[src/espd_pkg.sv]
// ----------------------------------------------------------------------------
// espd_pkg
// Types and constants shared by the encoder speed PID drive unit.
// ----------------------------------------------------------------------------
`default_nettype none

package espd_pkg;

	localparam int MS_W     = 16;
	localparam int SPEED_W  = 26;
	localparam int POS_W    = 48;
	localparam int SUM_W    = 40;
	localparam int ERR_W    = 27;
	localparam int DERIV_W  = 28;
	localparam int GAIN_W   = 16;
	localparam int DUTY_W   = 16;
	localparam int CFG_W    = 16;
	localparam int CFG_IDX_W = 3;
	localparam int MULB_W   = 40;
	localparam int PROD_W   = GAIN_W + MULB_W;
	localparam int ACC_W    = 58;

	localparam logic [CFG_IDX_W-1:0] REG_GAIN_P       = 3'd0;
	localparam logic [CFG_IDX_W-1:0] REG_GAIN_I       = 3'd1;
	localparam logic [CFG_IDX_W-1:0] REG_GAIN_D       = 3'd2;
	localparam logic [CFG_IDX_W-1:0] REG_DUTY_FLOOR   = 3'd3;
	localparam logic [CFG_IDX_W-1:0] REG_DUTY_CEILING = 3'd4;

	localparam logic signed [GAIN_W-1:0] GAIN_P_RESET = 16'sd256;
	localparam logic [DUTY_W-1:0] DUTY_CEILING_RESET  = 16'd255;

	typedef enum logic [3:0] {
		ST_IDLE,
		ST_DIV,
		ST_SPD,
		ST_ERR,
		ST_MUL0,
		ST_MUL1,
		ST_MUL2,
		ST_ACC,
		ST_MAG,
		ST_FIN
	} state_t;

	typedef struct packed {
		logic load;
		logic div_step;
		logic spd;
		logic err;
		logic mul0;
		logic mul1;
		logic mul2;
		logic acc;
		logic mag;
		logic finish;
	} cmd_t;

	typedef struct packed {
		logic out_free;
	} status_t;

endpackage

`default_nettype wire

[src/espd_ctrl.sv]
// ----------------------------------------------------------------------------
// espd_ctrl
// Sequencer for one control tick: divide, error update, three multiplies,
// magnitude and output load.
// ----------------------------------------------------------------------------
`default_nettype none

module espd_ctrl #(
	parameter int DIV_STEPS = 26
) (
	input  wire logic             clk,
	input  wire logic             arst_n,
	input  wire logic             in_valid,
	input  wire espd_pkg::status_t status,
	output espd_pkg::cmd_t        cmd,
	output logic                  in_stall
);

	localparam int CNT_W = $clog2(DIV_STEPS + 1);
	localparam logic [CNT_W-1:0] LAST_STEP = CNT_W'(DIV_STEPS - 1);

	espd_pkg::state_t state_q, state_n;
	logic [CNT_W-1:0] step_q;

	always_ff @(posedge clk or negedge arst_n) begin
		if (!arst_n) begin
			state_q <= espd_pkg::ST_IDLE;
			step_q  <= '0;
		end else begin
			state_q <= state_n;
			if (state_q == espd_pkg::ST_DIV) begin
				step_q <= step_q + 1'b1;
			end else begin
				step_q <= '0;
			end
		end
	end

	always_comb begin
		state_n = state_q;
		case (state_q)
			espd_pkg::ST_IDLE: if (in_valid) state_n = espd_pkg::ST_DIV;
			espd_pkg::ST_DIV:  if (step_q == LAST_STEP) state_n = espd_pkg::ST_SPD;
			espd_pkg::ST_SPD:  state_n = espd_pkg::ST_ERR;
			espd_pkg::ST_ERR:  state_n = espd_pkg::ST_MUL0;
			espd_pkg::ST_MUL0: state_n = espd_pkg::ST_MUL1;
			espd_pkg::ST_MUL1: state_n = espd_pkg::ST_MUL2;
			espd_pkg::ST_MUL2: state_n = espd_pkg::ST_ACC;
			espd_pkg::ST_ACC:  state_n = espd_pkg::ST_MAG;
			espd_pkg::ST_MAG:  state_n = espd_pkg::ST_FIN;
			espd_pkg::ST_FIN:  if (status.out_free) state_n = espd_pkg::ST_IDLE;
			default:           state_n = espd_pkg::ST_IDLE;
		endcase
	end

	always_comb begin
		cmd      = '0;
		in_stall = 1'b1;
		case (state_q)
			espd_pkg::ST_IDLE: begin
				in_stall = 1'b0;
				cmd.load = in_valid;
			end
			espd_pkg::ST_DIV:  cmd.div_step = 1'b1;
			espd_pkg::ST_SPD:  cmd.spd = 1'b1;
			espd_pkg::ST_ERR:  cmd.err = 1'b1;
			espd_pkg::ST_MUL0: cmd.mul0 = 1'b1;
			espd_pkg::ST_MUL1: cmd.mul1 = 1'b1;
			espd_pkg::ST_MUL2: cmd.mul2 = 1'b1;
			espd_pkg::ST_ACC:  cmd.acc = 1'b1;
			espd_pkg::ST_MAG:  cmd.mag = 1'b1;
			espd_pkg::ST_FIN:  cmd.finish = status.out_free;
			default:           cmd = '0;
		endcase
	end

endmodule

`default_nettype wire

[src/espd_dp.sv]
// ----------------------------------------------------------------------------
// espd_dp
// Datapath: position tracking, bit-serial speed divider, PID state, shared
// multiplier, duty clamp and output register.
// ----------------------------------------------------------------------------
`default_nettype none

module espd_dp #(
	parameter int COUNT_BITS     = 16,
	parameter int GAIN_FRAC_BITS = 8,
	parameter int DUTY_BITS      = 16
) (
	input  wire logic                                  clk,
	input  wire logic                                  arst_n,
	input  wire espd_pkg::cmd_t                        cmd,
	output espd_pkg::status_t                          status,
	input  wire logic                                  cfg_wr_en,
	input  wire logic [espd_pkg::CFG_IDX_W-1:0]        cfg_index,
	input  wire logic [espd_pkg::CFG_W-1:0]            cfg_wdata,
	input  wire logic signed [COUNT_BITS-1:0]          count_now,
	input  wire logic [espd_pkg::MS_W-1:0]             elapsed_ms,
	input  wire logic signed [espd_pkg::SPEED_W-1:0]   target_speed,
	output logic                                       out_valid,
	input  wire logic                                  out_stall,
	output logic [espd_pkg::DUTY_W-1:0]                pwm_duty,
	output logic                                       dir_pin_a,
	output logic                                       dir_pin_b,
	output logic signed [espd_pkg::SPEED_W-1:0]        speed_measured,
	output logic signed [espd_pkg::POS_W-1:0]          position_total
);

	// |delta| * 1000 stays below 2^(COUNT_BITS+9)
	localparam int MW = COUNT_BITS + 10;
	localparam int QW = MW + 1;
	localparam int SW = (QW > espd_pkg::ERR_W) ? QW : espd_pkg::ERR_W;
	localparam int MS_W = espd_pkg::MS_W;
	localparam int ACC_W = espd_pkg::ACC_W;
	localparam int SUM_W = espd_pkg::SUM_W;
	localparam int ERR_W = espd_pkg::ERR_W;
	localparam int DERIV_W = espd_pkg::DERIV_W;
	localparam int DUTY_W = espd_pkg::DUTY_W;
	localparam logic signed [SW-1:0] SPEED_MAX = SW'(33554431);
	localparam logic signed [SW-1:0] SPEED_MIN = -SW'(33554432);
	localparam logic signed [SUM_W:0] SUM_MAX = {2'b00, {(SUM_W-1){1'b1}}};
	localparam logic signed [SUM_W:0] SUM_MIN = {2'b11, {(SUM_W-1){1'b0}}};
	localparam logic [DUTY_W-1:0] DUTY_MAX = DUTY_W'((17'd1 << DUTY_BITS) - 17'd1);

	// configuration
	logic signed [espd_pkg::GAIN_W-1:0] gain_p_q, gain_i_q, gain_d_q;
	logic [DUTY_W-1:0] duty_floor_q, duty_ceiling_q;

	always_ff @(posedge clk or negedge arst_n) begin
		if (!arst_n) begin
			gain_p_q       <= espd_pkg::GAIN_P_RESET;
			gain_i_q       <= '0;
			gain_d_q       <= '0;
			duty_floor_q   <= '0;
			duty_ceiling_q <= espd_pkg::DUTY_CEILING_RESET;
		end else if (cfg_wr_en) begin
			case (cfg_index)
				espd_pkg::REG_GAIN_P:       gain_p_q <= cfg_wdata;
				espd_pkg::REG_GAIN_I:       gain_i_q <= cfg_wdata;
				espd_pkg::REG_GAIN_D:       gain_d_q <= cfg_wdata;
				espd_pkg::REG_DUTY_FLOOR:   duty_floor_q <= cfg_wdata;
				espd_pkg::REG_DUTY_CEILING: duty_ceiling_q <= cfg_wdata;
				default: ;
			endcase
		end
	end

	// tick state
	logic [COUNT_BITS-1:0] count_prev_q;
	logic signed [espd_pkg::POS_W-1:0] position_q;
	logic signed [SUM_W-1:0] error_sum_q;
	logic signed [ERR_W-1:0] error_prev_q;

	// per-tick working registers
	logic [MS_W-1:0] ms_q;
	logic signed [espd_pkg::SPEED_W-1:0] target_q;
	logic neg_q;
	logic [MW-1:0] quo_q;
	logic [MS_W-1:0] rem_q;
	logic signed [espd_pkg::SPEED_W-1:0] speed_q;
	logic signed [ERR_W-1:0] err_q;
	logic signed [DERIV_W-1:0] deriv_q;
	logic signed [espd_pkg::PROD_W-1:0] prod_q;
	logic signed [ACC_W-1:0] acc_q;
	logic [ACC_W-1:0] mag_q;

	// load: wrapped delta and |delta| * 1000
	logic [COUNT_BITS-1:0] delta;
	logic [COUNT_BITS-1:0] abs_delta;
	logic [MW-1:0] num;
	assign delta     = COUNT_BITS'(count_now) - count_prev_q;
	assign abs_delta = delta[COUNT_BITS-1] ? COUNT_BITS'(-delta) : delta;
	assign num = (MW'(abs_delta) << 10) - (MW'(abs_delta) << 4) - (MW'(abs_delta) << 3);

	// restoring divide step
	logic [MS_W:0] trial;
	logic          ge;
	assign trial = {rem_q, quo_q[MW-1]};
	assign ge    = trial >= {1'b0, ms_q};

	// signed quotient, saturated
	logic signed [SW-1:0] sq;
	logic signed [espd_pkg::SPEED_W-1:0] speed_sat;
	always_comb begin
		sq = neg_q ? -SW'(quo_q) : SW'(quo_q);
		if (sq > SPEED_MAX) begin
			speed_sat = espd_pkg::SPEED_W'(SPEED_MAX);
		end else if (sq < SPEED_MIN) begin
			speed_sat = espd_pkg::SPEED_W'(SPEED_MIN);
		end else begin
			speed_sat = espd_pkg::SPEED_W'(sq);
		end
	end

	// error, saturating integral, derivative
	logic signed [ERR_W-1:0] err;
	logic signed [SUM_W:0] sum_wide;
	logic signed [SUM_W-1:0] sum_sat;
	assign err      = ERR_W'(target_q) - ERR_W'(speed_q);
	assign sum_wide = (SUM_W+1)'(error_sum_q) + (SUM_W+1)'(err);
	always_comb begin
		if (sum_wide > SUM_MAX) begin
			sum_sat = SUM_W'(SUM_MAX);
		end else if (sum_wide < SUM_MIN) begin
			sum_sat = SUM_W'(SUM_MIN);
		end else begin
			sum_sat = SUM_W'(sum_wide);
		end
	end

	// shared multiplier
	logic signed [espd_pkg::GAIN_W-1:0] mul_a;
	logic signed [espd_pkg::MULB_W-1:0] mul_b;
	always_comb begin
		if (cmd.mul1) begin
			mul_a = gain_i_q;
			mul_b = espd_pkg::MULB_W'(error_sum_q);
		end else if (cmd.mul2) begin
			mul_a = gain_d_q;
			mul_b = espd_pkg::MULB_W'(deriv_q);
		end else begin
			mul_a = gain_p_q;
			mul_b = espd_pkg::MULB_W'(err_q);
		end
	end

	// duty clamp
	logic [ACC_W-1:0] mag_sh;
	logic [DUTY_W-1:0] duty_c, duty;
	assign mag_sh = mag_q >> GAIN_FRAC_BITS;
	always_comb begin
		if (mag_sh < ACC_W'(duty_floor_q)) begin
			duty_c = duty_floor_q;
		end else if (mag_sh > ACC_W'(duty_ceiling_q)) begin
			duty_c = duty_ceiling_q;
		end else begin
			duty_c = DUTY_W'(mag_sh);
		end
		duty = (duty_c > DUTY_MAX) ? DUTY_MAX : duty_c;
	end

	always_ff @(posedge clk or negedge arst_n) begin
		if (!arst_n) begin
			count_prev_q <= '0;
			position_q   <= '0;
			error_sum_q  <= '0;
			error_prev_q <= '0;
		end else begin
			if (cmd.load) begin
				count_prev_q <= COUNT_BITS'(count_now);
				position_q   <= position_q + espd_pkg::POS_W'($signed(delta));
			end
			if (cmd.err) begin
				error_sum_q  <= sum_sat;
				error_prev_q <= err;
			end
		end
	end

	always_ff @(posedge clk) begin
		if (cmd.load) begin
			ms_q     <= (elapsed_ms == '0) ? MS_W'(1) : elapsed_ms;
			target_q <= target_speed;
			neg_q    <= delta[COUNT_BITS-1];
			quo_q    <= num;
			rem_q    <= '0;
		end
		if (cmd.div_step) begin
			rem_q <= ge ? MS_W'(trial - {1'b0, ms_q}) : MS_W'(trial);
			quo_q <= {quo_q[MW-2:0], ge};
		end
		if (cmd.spd) begin
			speed_q <= speed_sat;
		end
		if (cmd.err) begin
			err_q   <= err;
			deriv_q <= DERIV_W'(err) - DERIV_W'(error_prev_q);
		end
		if (cmd.mul0 || cmd.mul1 || cmd.mul2) begin
			prod_q <= mul_a * mul_b;
		end
		if (cmd.mul0) begin
			acc_q <= '0;
		end else if (cmd.mul1 || cmd.mul2 || cmd.acc) begin
			acc_q <= acc_q + ACC_W'(prod_q);
		end
		if (cmd.mag) begin
			mag_q <= acc_q[ACC_W-1] ? ACC_W'(-acc_q) : ACC_W'(acc_q);
		end
	end

	// output register
	logic out_valid_q;
	always_ff @(posedge clk or negedge arst_n) begin
		if (!arst_n) begin
			out_valid_q <= 1'b0;
		end else if (cmd.finish) begin
			out_valid_q <= 1'b1;
		end else if (!out_stall) begin
			out_valid_q <= 1'b0;
		end
	end

	always_ff @(posedge clk) begin
		if (cmd.finish) begin
			pwm_duty       <= duty;
			dir_pin_a      <= target_q[espd_pkg::SPEED_W-1];
			dir_pin_b      <= !target_q[espd_pkg::SPEED_W-1];
			speed_measured <= speed_q;
			position_total <= position_q;
		end
	end

	assign out_valid       = out_valid_q;
	assign status.out_free = !out_valid_q || !out_stall;

endmodule

`default_nettype wire

[src/encoder_speed_pid_drive_unit.sv]
// ----------------------------------------------------------------------------
// encoder_speed_pid_drive_unit
// Encoder speed measurement and PID motor drive, one transaction per tick.
// ----------------------------------------------------------------------------
// Each result is produced by a sequence of divide, speed, error, multiply,
// accumulate, magnitude and finish states; the speed divider yields one
// quotient bit per cycle. The input stalls while a tick is in work, and the
// output register holds a waiting result meanwhile.
// Reset clears position, previous count, integral and previous error, and
// loads the register reset values.
`default_nettype none

module encoder_speed_pid_drive_unit #(
	parameter int COUNT_BITS     = 16,
	parameter int GAIN_FRAC_BITS = 8,
	parameter int DUTY_BITS      = 16
) (
	input  wire logic                                clk,
	input  wire logic                                arst_n,
	input  wire logic                                cfg_wr_en,
	input  wire logic [espd_pkg::CFG_IDX_W-1:0]      cfg_index,
	input  wire logic [espd_pkg::CFG_W-1:0]          cfg_wdata,
	input  wire logic                                in_valid,
	output logic                                     in_stall,
	input  wire logic signed [COUNT_BITS-1:0]        count_now,
	input  wire logic [espd_pkg::MS_W-1:0]           elapsed_ms,
	input  wire logic signed [espd_pkg::SPEED_W-1:0] target_speed,
	output logic                                     out_valid,
	input  wire logic                                out_stall,
	output logic [espd_pkg::DUTY_W-1:0]              pwm_duty,
	output logic                                     dir_pin_a,
	output logic                                     dir_pin_b,
	output logic signed [espd_pkg::SPEED_W-1:0]      speed_measured,
	output logic signed [espd_pkg::POS_W-1:0]        position_total
);

	espd_pkg::cmd_t    cmd;
	espd_pkg::status_t status;

	espd_ctrl #(
		.DIV_STEPS(COUNT_BITS + 10)
	) u_ctrl (
		.clk      (clk),
		.arst_n   (arst_n),
		.in_valid (in_valid),
		.status   (status),
		.cmd      (cmd),
		.in_stall (in_stall)
	);

	espd_dp #(
		.COUNT_BITS     (COUNT_BITS),
		.GAIN_FRAC_BITS (GAIN_FRAC_BITS),
		.DUTY_BITS      (DUTY_BITS)
	) u_dp (
		.clk            (clk),
		.arst_n         (arst_n),
		.cmd            (cmd),
		.status         (status),
		.cfg_wr_en      (cfg_wr_en),
		.cfg_index      (cfg_index),
		.cfg_wdata      (cfg_wdata),
		.count_now      (count_now),
		.elapsed_ms     (elapsed_ms),
		.target_speed   (target_speed),
		.out_valid      (out_valid),
		.out_stall      (out_stall),
		.pwm_duty       (pwm_duty),
		.dir_pin_a      (dir_pin_a),
		.dir_pin_b      (dir_pin_b),
		.speed_measured (speed_measured),
		.position_total (position_total)
	);

endmodule

`default_nettype wire
[config.mk]
export PLATFORM = sky130hd
export DESIGN_NAME = encoder_speed_pid_drive_unit
export DESIGN_NICKNAME = d
export VERILOG_FILES = /design/src/espd_pkg.sv /design/src/espd_ctrl.sv /design/src/espd_dp.sv /design/src/encoder_speed_pid_drive_unit.sv
export SDC_FILE = /design/constraint.sdc
export NUM_CORES = 2
export LEC_CHECK = 0
export BUFFER_PORTS_ARGS = -buffer_cell sky130_fd_sc_hd__buf_4
export CAP_MARGIN = 20
export CORE_MARGIN = 2
export CORE_UTILIZATION = 35
export DETAILED_ROUTE_END_ITERATION = 10
export PLACE_DENSITY_LB_ADDON = 0.25
export SETUP_SLACK_MARGIN = 0.5
export SKIP_LAST_GASP = 1
export SLEW_MARGIN = 20
export SYNTH_ARGS = -nofsm -noshare
export SYNTH_HDL_FRONTEND = slang
export SYNTH_HIERARCHICAL = 1
export SYNTH_SLANG_ARGS = --single-unit
[constraint.sdc]
create_clock -name clk -period 23.2 [get_ports clk]
set_input_delay 3.48 -clock clk [delete_from_list [all_inputs] [get_ports clk]]
set_output_delay 3.48 -clock clk [all_outputs]
set_load 0.02 [all_outputs]
---- Word-level counts from Yosys, hierarchy flattened ----
Cells that the tools add are included.
word-level totals
  register bits ........................... 651
  input bits .............................. 82
  output and inout bits ................... 94
  logic and storage cells ................. 122
cells by class
  add/subtract/negate cells ............... 13
  multipliers ............................. 1
  order comparisons ....................... 8
  equal/unequal tests ..................... 18
  muxes and demuxes ....................... 35
  reduce and logical (&&, ||, !) cells .... 18
operators by type and width
  kind                                                   number
  2-to-1 mux 40 bit                                      4
  2-to-1 mux 16 bit                                      8
  2-to-1 mux 26 bit                                      3
  adder 58 x 56 -> 58 bit                                1
  negator 58 bit                                         1
  2-to-1 mux 57 bit                                      1
  multiplier 16 x 40 -> 56 bit                           1
  > comparator 50 x 16 -> 1 bit                          1
  < comparator 50 x 16 -> 1 bit                          1
  adder 48 x 16 -> 48 bit                                1
  adder 40 x 27 -> 41 bit                                1
  > comparator 41 x 40 -> 1 bit (second input constant)  1
  < comparator 41 x 40 -> 1 bit (second input constant)  1
  case mux 4 bit (10 select lines)                       1
  subtractor 16 bit                                      2
  subtractor 27 x 27 -> 28 bit                           1
  > comparator 27 x 26 -> 1 bit (second input constant)  1
  < comparator 27 x 26 -> 1 bit (second input constant)  1
  2-to-1 mux 27 bit                                      1
  negator 26 -> 27 bit                                   1
  subtractor 26 x 26 -> 27 bit                           1
  subtractor 26 x 19 -> 26 bit                           1
  subtractor 26 x 20 -> 26 bit                           1
  >= comparator 17 x 16 -> 1 bit                         1
  other kinds (24)                                       56

---- Depth between registers and ports, before layout ----
  word-level depth ........................ 7
  gate-level depth with buffers ........... 34
  depth with buffers taken out ............ 30

---- Cells and area by module ----
Netlist, hierarchy kept.
by module, submodules not included
  module     instances  cells an instance  area an instance (sq um)  sequential area each (sq um)
  espd_dp    1          6,448              60,571.8                  17,407.9
  espd_ctrl  1          57                 514.2                     225.2

---- Worst setup path after synthesis ----
No wires, ideal clock.
  path kind ............................... input -> register
  from .................................... input port count_now[1]
  to ...................................... register u_dp.quo_q[20] (data pin)
  library setup time ...................... 0.267 ns
  arrival ................................. 9.621 ns
  data required time ...................... 22.933 ns
  setup slack ............................. 13.312 ns
  stages on the path ...................... 27
  buffers on the path ..................... 2
  path through ............................ ha_1 nor2b_1 o21a_1 o21ai_0 a211oi_1 o31ai_1 mux2i_1 nor2_1 inv_1 clkbuf_1 o21ai_0 xnor2_1 inv_1 fa_1 ha_1 clkbuf_1 a21o_1 a21oi_1 inv_1 a21oi_1 a31oi_1 nor2_1 o21ai_0 a21o_1 a211o_1 a21oi_1 a21oi_1
on the way
  word-level cells in the longest chain between the ends .. 7
RTL lines
  what                            RTL line                            source
  start, declared                 encoder_speed_pid_drive_unit.sv:25  input wire logic signed [COUNT_BITS-1:0] count_now,
  subtractor 16 bit *             espd_dp.sv:94                       assign delta = COUNT_BITS'(count_now) - count_prev_q;
  net u_dp.delta[15]              espd_dp.sv:91                       logic [COUNT_BITS-1:0] delta;
  negator 16 bit                  espd_dp.sv:95                       assign abs_delta = delta[COUNT_BITS-1] ? COUNT_BITS'(-delta) : delta;
  2-to-1 mux 16 bit *             espd_dp.sv:95
  subtractor 26 x 20 -> 26 bit    espd_dp.sv:96                       assign num = (MW'(abs_delta) << 10) - (MW'(abs_delta) << 4) - (MW'(abs_delta) << 3);
  subtractor 26 x 19 -> 26 bit *  espd_dp.sv:96
  2-to-1 mux 26 bit *             espd_dp.sv:184                      if (cmd.load) begin
  2-to-1 mux 26 bit *             espd_dp.sv:191                      if (cmd.div_step) begin
  end signal, assigned            espd_dp.sv:188                      quo_q <= num;
  end signal, assigned            espd_dp.sv:193                      quo_q <= {quo_q[MW-2:0], ge};
  end, declared                   espd_dp.sv:81                       logic [MW-1:0] quo_q;
Mark *: on every way through the listed nets, which the timed path passes. The rest lies on a longest branch. The select of a mux whose other input is x is not followed.
A chain may end at the register's enable or synchronous reset.

==> run_summary.xml <==
<?xml version="1.0" encoding="UTF-8"?>
<metrics>
  <group name="global_route">
    <metric name="globalRouteOverflowTotal" unit="">0</metric>
    <metric name="grt_start_max_net_pins" unit="">133</metric>
    <metric name="first_global_vias" unit="">46900</metric>
    <metric name="grt_pass1_wl" unit="um">266000</metric>
    <metric name="grt_usage" unit="">0.189</metric>
    <metric name="grt_antenna_before_repair" unit="">8</metric>
  </group>
  <group name="floorplan">
    <metric name="fp.dieArea" unit="mm2">0.178</metric>
    <metric name="initial_standard_cell_utilization_of_the_core" unit="">0.352</metric>
    <metric name="io-pin-count" unit="">176</metric>
    <metric name="die_w" unit="um">422</metric>
    <metric name="core_region_area" unit="mm2">0.174</metric>
    <metric name="row_count" unit="">153</metric>
    <metric name="chipHeight" unit="um">422</metric>
  </group>
  <group name="route">
    <metric name="route.detailed.drc" unit="">0</metric>
    <metric name="routedLengthMet1" unit="um">75400</metric>
    <metric name="wl_met3" unit="um">9400</metric>
    <metric name="drt_first_pass_iters" unit="">8</metric>
    <metric name="dr_wl_met2" unit="um">78400</metric>
    <metric name="vias" unit="">46100</metric>
    <metric name="wl" unit="um">168000</metric>
    <metric name="wl_per_cell" unit="um">18.8</metric>
    <metric name="via_per_inst" unit="">5.14</metric>
    <metric name="top_layer_used" unit="">met5</metric>
    <metric name="detail-route-antenna-nets" unit="">0</metric>
    <metric name="drtIter0Drc" unit="">3129</metric>
  </group>
  <group name="finish">
    <metric name="finalNetCount" unit="">7704</metric>
    <metric name="most-common-layout-cells" unit="">sky130_fd_sc_hd__inv_1 (978), sky130_fd_sc_hd__nand2_1 (794), sky130_fd_sc_hd__fa_1 (614)</metric>
    <metric name="area_growth" unit="%">10.9</metric>
    <metric name="leading_cell_type_in_the_layout_fill_and_taps_excluded" unit="">sky130_fd_sc_hd__inv_1</metric>
    <metric name="layout-drive-gt1-share" unit="">0.0868</metric>
  </group>
  <group name="job">
    <metric name="timing.max_cap.violations" unit="">0</metric>
  </group>
  <group name="cts">
    <metric name="cts.hold.buffers_added" unit="">0</metric>
    <metric name="cts_sinks" unit="">643</metric>
    <metric name="clk_latency" unit="ns">0.70</metric>
    <metric name="cts-htree-levels" unit="">3</metric>
    <metric name="clk_path_buf_depth" unit="">3</metric>
    <metric name="cts.reportedPaths.clkPinSlew" unit="ns">0.06</metric>
    <metric name="clock_tree.root_cell" unit="">sky130_fd_sc_hd__clkbuf_16</metric>
    <metric name="post_cts_resize_count" unit="">0</metric>
    <metric name="tritoncts.num_buffers" unit="">78</metric>
    <metric name="post_cts.repair.setup_buffers" unit="">0</metric>
    <metric name="cts_tree" unit="">yes</metric>
  </group>
  <group name="synthesis">
    <metric name="synth_warnings" unit="">6</metric>
    <metric name="ys_async_sr_fraction" unit="">0.344</metric>
    <metric name="yosysUniqueCellTypes" unit="">88</metric>
    <metric name="synth.avg_cell_area" unit="um2">9.39</metric>
    <metric name="number_of_synthesized_flops_with_an_enable_pin" unit="">364</metric>
    <metric name="syn_inst" unit="">6505</metric>
    <metric name="sequential_fraction_of_the_synthesis_area" unit="">0.289</metric>
    <metric name="synthFlopType" unit="">sky130_fd_sc_hd__edfxtp_1</metric>
    <metric name="mappedNetlistNets" unit="">7623</metric>
    <metric name="synth_area" unit="mm2">0.0611</metric>
    <metric name="postSynthRegisterBits" unit="">643</metric>
  </group>
  <group name="timing">
    <metric name="fin_crit_sh" unit="">0.435</metric>
    <metric name="setup-tns-final" unit="ns">0</metric>
    <metric name="max_slew.worst_pin.slew" unit="ns">1.12</metric>
    <metric name="finalHoldWorstSlack" unit="ns">0.436</metric>
    <metric name="clock_skew" unit="ns">0.0396</metric>
    <metric name="slew-limit-headroom" unit="">0.247</metric>
    <metric name="grt_setup_unrepaired" unit="">no</metric>
    <metric name="timing_max_transition_violations_final" unit="">0</metric>
    <metric name="maxClockFrequency" unit="MHz">99.1</metric>
    <metric name="final_hold_viol_count" unit="">0</metric>
    <metric name="setup_viol" unit="">0</metric>
    <metric name="post-route-min-period" unit="ns">10.09</metric>
  </group>
  <group name="setup_path">
    <metric name="element_type_at_the_critical_path_start" unit="">flop</metric>
    <metric name="endpoint_type_of_the_worst_setup_path" unit="">flop</metric>
    <metric name="timing.critical_path.fanout_max" unit="">48</metric>
    <metric name="critPathRequiredTime" unit="ns">23.62</metric>
    <metric name="cpPeakStageDelay" unit="ns">0.63</metric>
    <metric name="crit_top_cell" unit="">sky130_fd_sc_hd__fa_1</metric>
    <metric name="timing_worst_setup_path_type" unit="">flop to flop</metric>
    <metric name="worst_ep_arrival_time" unit="ns">10.51</metric>
    <metric name="cp_slowest_cell" unit="">sky130_fd_sc_hd__buf_4</metric>
  </group>
  <group name="placed_design">
    <metric name="gp_congestion" unit="">0.909</metric>
    <metric name="dp.final_hpwl" unit="um">129000</metric>
    <metric name="number_of_port_buffers" unit="">175</metric>
  </group>
  <group name="outcome">
    <metric name="status" unit="">finished clean</metric>
  </group>
  <group name="min_path">
    <metric name="class_of_the_tightest_hold_or_removal_check" unit="">flop to flop</metric>
  </group>
</metrics>
critical path: cells and delay by family, from the launching register on:
family / cells / cell delay (ns)
and+or+nand+nor: 4 / 0.76
AOI/OAI and AO/OA: 10 / 2.92
DFF: 1 / 0.54
adders and majority gates: 7 / 3.51
muxes: 1 / 0.17
xor gates and xnor gates: 1 / 0.08
buffers and inverters: 5 / 1.75
final timing paths:
| path | startpoint | endpoint | slack [ns] | cells after the start |
|---|---|---|---|---|
| worst max-delay path | u_ctrl/state_q[2]$_DFFE_PN0P_ | u_dp/prod_q[41]$_DFFE_PP_ | 13.11 | 28 |
| worst min-delay path | u_dp/speed_q[7]$_SDFFCE_PN1P_ | u_dp/speed_measured[7]$_DFFE_PP_ | 0.44 | 0 |
| worst max register to register | u_ctrl/state_q[2]$_DFFE_PN0P_ | u_dp/prod_q[41]$_DFFE_PP_ | 13.11 | 28 |
| worst min register to register | u_dp/speed_q[7]$_SDFFCE_PN1P_ | u_dp/speed_measured[7]$_DFFE_PP_ | 0.44 | 0 |
| max in group asynchronous | arst_n | u_dp/duty_ceiling_q[7]$_DFFE_PN1P_ | 18.38 | 4 |
| min in group asynchronous | arst_n | u_dp/error_sum_q[33]$_DFFE_PN0P_ | 2.80 | 1 |
logic make-up (layout without fill, tap and decap cells):
family                   Yosys count  after routing  synth area share
AND/OR/NAND/NOR                 1732           1732             0.128
AO/OA/AOI/OAI                   1327           1327             0.136
buffers and inverters           1227           1372            0.0755
adder cells (fa/ha/maj)         1045           1045             0.289
flip-flops                       643            643             0.289
XOR/XNOR                         328            328            0.0470
multiplexers                     203            203            0.0357
other                              0              3                 0
stage by stage:
| step | worst slack, ns | utilization | instance area (um2) | instances |
|---|---|---|---|---|
| final | 13.11 | 0.390 | 67800 | 8978 |
| after global routing | 12.29 | 0.390 | 67700 | 8977 |
| after CTS | 13.09 | 0.390 | 67700 | 8974 |
| after detailed placement | 12.85 | 0.375 | 65100 | 8830 |
| after global placement | 12.90 | 0.375 | 65100 | 8829 |
| after floorplan | 13.31 | - | 61100 | 6505 |
final cells by class:
type / instances / area, um2
diodes: 3 / 7.51
clock buffers: 103 / 2160
clock inverters: 41 / 399
fillers: 17500 / 106000
inverters: 981 / 3680
multi-input cells: 4635 / 39100
flip-flops and latches: 643 / 17600
well taps: 2325 / 2910
repair buffers: 247 / 1900
routing by layer:
metal / global-route usage / vias up
met2: 0.311 / 1124
li1: - / 21900
met5: 0 / -
met4: 0.0589 / 6
met1: 0.251 / 22900
met3: 0.0334 / 249
sequential cells by signal, indices dropped and copies added, names as in the netlist, 27 cells and up:
register / cells
u_dp/error_sum_q: 40
u_dp/position_q: 48
u_dp/position_total: 48
u_dp/error_prev_q: 27
u_dp/acc_q: 58
u_dp/deriv_q: 28
u_dp/err_q: 27
u_dp/mag_q: 50
u_dp/prod_q: 56
synth_stat cells (25+ instances only):
cell type                     n  area share
sky130_fd_sc_hd__nor3_1      67      0.0055
sky130_fd_sc_hd__inv_1      978       0.060
sky130_fd_sc_hd__mux2_2     120       0.022
sky130_fd_sc_hd__o21ai_0    302       0.025
sky130_fd_sc_hd__dfxtp_1     58       0.019
sky130_fd_sc_hd__or3_1       30      0.0031
sky130_fd_sc_hd__clkbuf_1   223       0.014
sky130_fd_sc_hd__nand2_1    795       0.049
sky130_fd_sc_hd__edfxtp_1   364        0.18
sky130_fd_sc_hd__o21bai_1    38      0.0047
sky130_fd_sc_hd__fa_1       614        0.20
sky130_fd_sc_hd__o21ai_1     30      0.0025
sky130_fd_sc_hd__ha_1       422       0.086
sky130_fd_sc_hd__a211oi_1    41      0.0050
sky130_fd_sc_hd__nand3_1     84      0.0069
sky130_fd_sc_hd__dfrtp_1    212       0.087
sky130_fd_sc_hd__a31oi_1     42      0.0043
sky130_fd_sc_hd__nor2_1     409       0.025
sky130_fd_sc_hd__a21oi_1    397       0.033
sky130_fd_sc_hd__and2_1      33      0.0034
sky130_fd_sc_hd__nand4_1     37      0.0038
sky130_fd_sc_hd__xor2_1      97       0.014
sky130_fd_sc_hd__a21o_1     177       0.022
sky130_fd_sc_hd__xnor2_1    231       0.033
sky130_fd_sc_hd__mux2i_1     83       0.014
sky130_fd_sc_hd__o211ai_1    25      0.0031
sky130_fd_sc_hd__nor2b_1     63      0.0065
sky130_fd_sc_hd__and3_1      43      0.0044
sky130_fd_sc_hd__nand2b_1    47      0.0048
sky130_fd_sc_hd__o21a_1      73      0.0090
sky130_fd_sc_hd__o2bb2ai_1   26      0.0037
sky130_fd_sc_hd__o31ai_1     36      0.0044
sky130_fd_sc_hd__nor4_1      31      0.0032
Power is left out: the tool's default activity adds up to more than one toggle a clock period on the data nets, which glitch-free logic cannot reach.
